File: config.mk
export PLATFORM = sky130hd
export DESIGN_NAME = bbg_window
export DESIGN_NICKNAME = d
export VERILOG_FILES = /design/src/bbg_pkg.sv /design/src/bbg_window.sv
export SDC_FILE = /design/constraint.sdc
export NUM_CORES = 1
export LEC_CHECK = 0
export ABC_AREA = 1
export BUFFER_PORTS_ARGS = -buffer_cell sky130_fd_sc_hd__buf_4
export CAP_MARGIN = 25
export CORE_MARGIN = 4
export CORE_UTILIZATION = 53
export CTS_CLUSTER_DIAMETER = 150
export DETAILED_ROUTE_END_ITERATION = 7
export HOLD_SLACK_MARGIN = 0.1
export MAX_ROUTING_LAYER = met4
export PLACE_DENSITY_LB_ADDON = 0.3
export SYNTH_ARGS = -nofsm -noshare
export SYNTH_HDL_FRONTEND = slang
export SYNTH_SLANG_ARGS = --single-unit
File: constraint.sdc
create_clock -name clk -period 4.4 [get_ports clk]
set_input_delay 0.44 -clock clk [delete_from_list [all_inputs] [get_ports clk]]
set_output_delay 0.44 -clock clk [all_outputs]
set_load 0.05 [all_outputs]
File: src/bbg_pkg.sv
// Shared types and constants for the 3x3 grey box blur.
`timescale 1ns / 1ps

package bbg_pkg;

  // Field widths
  localparam int PIX_W  = 8;
  localparam int POS_W  = 10;
  localparam int CFG_W  = 11;
  localparam int SUM_W  = 12;   // nine 8-bit pixels fit in 12 bits
  localparam int LINE_W = 2 * PIX_W;  // one entry holds {row r-2, row r-1}

  // Default line length and reset value of the size register
  localparam int MAX_SIZE_DEF = 1024;
  localparam logic [CFG_W-1:0] SIZE_RESET = 11'd256;
  localparam int MIN_SIZE = 3;

  // Divide by nine: floor(sum * 7282 / 2^16) is exact for sum < 2296
  localparam int RECIP_W  = 13;
  localparam logic [RECIP_W-1:0] RECIP_9 = 13'd7282;
  localparam int RECIP_SH = 16;
  localparam int PROD_W   = SUM_W + RECIP_W;

  // Result queue
  localparam int FIFO_DEPTH = 4;
  localparam int FIFO_AW    = $clog2(FIFO_DEPTH);
  localparam int FIFO_CW    = $clog2(FIFO_DEPTH + 1);

  // One result item
  typedef struct packed {
    logic [PIX_W-1:0] blurred;
    logic [POS_W-1:0] center_row;
    logic [POS_W-1:0] center_col;
    logic             last_of_frame;
  } res_t;

  // Control and payload of the item in the read-modify-write stage
  typedef struct packed {
    logic             valid;
    logic             emit;
    logic             last;
    logic [PIX_W-1:0] px;
    logic [POS_W-1:0] center_row;
    logic [POS_W-1:0] center_col;
  } s1_t;

  // Result queue status
  typedef struct packed {
    logic [FIFO_CW-1:0] count;
    logic               push;
  } fifo_stat_t;

endpackage

File: src/bbg_window.sv
// Window cells, line write-back, neighborhood sum and divide by nine.
`timescale 1ns / 1ps

module bbg_window import bbg_pkg::*; (
  input  logic              clk,
  input  logic              rst_n,
  input  s1_t               s1,
  input  logic [LINE_W-1:0] line_rd,   // {row r-2, row r-1} at this column
  output logic [LINE_W-1:0] line_wr,   // {row r-1, row r} for write-back
  output logic              push,
  output res_t              res
);

  logic [PIX_W-1:0] win_r [6];
  logic [PIX_W-1:0] top, mid;
  logic [SUM_W-1:0] sum;

  logic             s2_valid_r;
  logic [SUM_W-1:0] s2_sum_r;
  logic [POS_W-1:0] s2_row_r;
  logic [POS_W-1:0] s2_col_r;
  logic             s2_last_r;
  logic [PROD_W-1:0] prod;

  assign top     = line_rd[LINE_W-1:PIX_W];
  assign mid     = line_rd[PIX_W-1:0];
  assign line_wr = {mid, s1.px};

  // Nine-pixel sum
  assign sum = SUM_W'(win_r[0]) + SUM_W'(win_r[1]) + SUM_W'(win_r[2])
             + SUM_W'(win_r[3]) + SUM_W'(win_r[4]) + SUM_W'(win_r[5])
             + SUM_W'(top) + SUM_W'(mid) + SUM_W'(s1.px);

  // Shift window one column
  always_ff @(posedge clk) begin
    if (!rst_n) begin
      for (int i = 0; i < 6; i++) begin
        win_r[i] <= '0;
      end
    end else if (s1.valid) begin
      win_r[0] <= win_r[3];
      win_r[1] <= win_r[4];
      win_r[2] <= win_r[5];
      win_r[3] <= top;
      win_r[4] <= mid;
      win_r[5] <= s1.px;
    end
  end

  // Sum stage
  always_ff @(posedge clk) begin
    if (!rst_n) begin
      s2_valid_r <= 1'b0;
    end else begin
      s2_valid_r <= s1.valid && s1.emit;
    end
  end

  always_ff @(posedge clk) begin
    s2_sum_r  <= sum;
    s2_row_r  <= s1.center_row;
    s2_col_r  <= s1.center_col;
    s2_last_r <= s1.last;
  end

  // Reciprocal multiply
  assign prod = PROD_W'(s2_sum_r) * PROD_W'(RECIP_9);

  assign push              = s2_valid_r;
  assign res.blurred       = prod[RECIP_SH +: PIX_W];
  assign res.center_row    = s2_row_r;
  assign res.center_col    = s2_col_r;
  assign res.last_of_frame = s2_last_r;

endmodule

==> impl_metrics.ini <==
[outcome]
status = complete, but fails checks
violations = setup timing

[layout]
layout-drive-gt1-share = 0.257
area_delta_synth_final_pct = 23.1
seq_area_mm2 = 0.00213
final_common_cell = inv_1
multiInputGateArea_mm2 = 0.00395
mostFrequentLayoutCells = 170 x inv_1, 123 x buf_4, 83 x fa_1, 73 x nand2_1, 68 x ha_1
layout.nets = 1004
n_antenna_cell = 0
n_fill_cell = 976

[worst_setup_path]
required_ps = 3960
r2r-end = s2_sum_r[10]
crit_fanout = 4
crit_path_cell_trace = inv_2 > fa_1 > inv_2 > ha_4 > inv_2 > fa_1 > inv_1 > fa_1 > inv_2 > fa_1 > inv_2 > ha_4 > nand2_4 > o21a_1 > o21a_1 > nand2_1 > nand2_1 > nand2_1 > buf_6
reg2regPathDepth = 13
endpoint_kind = output pin
r2r_start = win_r[0][2]
path_class = reg -> out
r2r_slack_ps = 490
startpoint_type = flip-flop
crit_path_frequent_cell = inv_2
arrival_ps = 4290
crit_path_top_delay_cell = fa_1
crit_path_max_incr_delay_ps = 550

[sta]
max_slew_margin = 0.680
setup_viol = 8
fin_crit_sh = 1.07
setup_tns_ps = -2220
clock_skew_ps = 8.41
hold_viol_final = 0
layout_setup_ws_ps = -325
slew_viol_final = 0
worst_slew_pin_slew_ps = 479
rsz0062_at_grt = yes
fmax_ghz = 0.212
min_period_ps = 4730

[logic_synthesis]
netlist_area_mm2 = 0.00672
synth_mux_area_frac = 0
synth-simple-area-share = 0.113
synth_compound_area_frac = 0.0293
synthDistinctLibCells = 32
syn_inst = 679
synth_area_leaders = fa_1 25%, edfxtp_1 21%, ha_1 15%
synth_top_family_by_area = adder cells
ys_seq_elements = 82
seq_area_frac_synth = 0.316
synthFlopType = edfxtp_1
synth_fa_ha_area_frac = 0.396
synth_top_area_frac = 0.247
async_reset_ff_frac = 0
yosys_warnings = 0
syn_area_per_cell_um2 = 9.89
synth-xor-area-share = 0.0130
synth_area_leader_cell = fa_1
synth_edf_count = 48
mappedNetlistNets = 891

[clock_tree]
clock_latency_ps = 340
cts_buffers = 9
clk_path_buf_depth = 2
cts.sinks = 82
cts_root_buf = clkbuf_16
cts_tree = yes
cts-htree-levels = 3
hold_buffers = 0
clkSlewWorstSetupHoldPaths_ps = 60

[placement]
place_hpwl_um = 10600
gp_congestion = 0.919
numPortBuffers = 94

[worst_hold_path]
hp-start = s1[4]
holdPathEnd = s2_col_r[4]
hold_depth = 1
min_path_type = in -> reg

[detailed_routing]
wl_per_cell_um = 13.2
drc = 0
drt-pass1-iter-count = 4
vias_per_cell = 4.73
ant_nets = 0
drt_wl_total_um = 12700
drtIter0Drc = 209
num_vias = 4569

[floorplan]
die_h_um = 121
row_count = 40
dieArea_mm2 = 0.0145
start_util = 0.550
core_region_area_mm2 = 0.0122
ioPinCount = 95
die_w_um = 121

[global_route]
grt_max_degree = 50
gr-total-overflow = 0
grt_pass1_wl_um = 21400
antenna_found_initial = 0
grt_util_all_layers = 0.190
grt_pass1_vias = 4686

[job]
max-cap-violations = 0
-- sequential cells by signal (all words and copies together) (netlist names) --
register and cells:
win_r 48, s2_sum_r 12, s2_col_r 10, s2_row_r 10, push 1, s2_last_r 1
-- final cells by class --
class	count	share of cell area
clock buffer	12	0.0286
clock inverter	4	0.00348
inverter	180	0.0817
multi-input combinational	387	0.478
sequential	82	0.258
tap	168	0.0254
timing repair buffer	132	0.125
-- layer usage --
layer,global-route usage,share of wire,vias to the layer above
li1,-,-,2261
met2,0.316,0.51,89
met5,-,0,-
met1,0.244,0.44,2203
met4,0.0404,0.012,0
met3,0.0398,0.042,16
-- repair_timing --
item                       4_1_cts  5_1_grt
resized for setup               50        6
setup endpoints to repair        8        8
pin swaps                       22        3
setup buffers                    4        0
hold endpoints to repair         0        0
-- stage by stage --
step / area, µm² / util / setup slack, ps / std cells / hold slack (ps)
2_1_floorplan: 6750 / - / 0.533 / 679 / 468
3_3_place_gp: 7690 / 0.630 / -183 / 944 / 544
3_5_place_dp: 7690 / 0.630 / -228 / 944 / 546
4_1_cts: 8210 / 0.673 / -316 / 964 / 193
5_1_grt: 8270 / 0.677 / -507 / 965 / 186
6_report: 8270 / 0.677 / -325 / 965 / 202
-- critical path: cells and delay by family (launching register included) --
kind            cells  cell delay (ps)
flops               1              330
simple gates        4              230
fa+ha+maj           6             2590
buf+inv             7              420
compound gates      2              380
-- cells by family after synthesis --
family / count (synthesis)
XOR/XNOR: 10
buffers and inverters: 210
AO/OA/AOI/OAI: 32
flip-flops: 82
adder cells (fa/ha/maj): 163
AND/OR/NAND/NOR: 182
-- synthesized netlist by cell type, types with 3 or more instances --
library cell	number
o21bai_1	4
xnor2_1	4
nor3_2	3
xor2_1	6
nor2_1	68
nand2_1	83
buf_4	25
nand4_1	3
a21oi_1	16
inv_1	178
edfxtp_1	48
fa_1	83
clkbuf_1	3
dfxtp_1	34
ha_1	80
nand3_1	17
-- how the worst max path moves through the flow --
stage | start | endpoint | cells after the start
6_report | s2_sum_r[2] | res[23] | 19
5_1_grt | s2_sum_r[6] | res[28] | 19
4_1_cts | s2_sum_r[2] | res[23] | 19
3_5_place_dp | s2_sum_r[1] | res[24] | 19
3_3_place_gp | s2_sum_r[1] | res[24] | 19
2_1_floorplan | s2_sum_r[3] | res[23] | 19
Power is not shown: default switching activity piles up to over one toggle a cycle in this logic, so the estimate is an artifact.
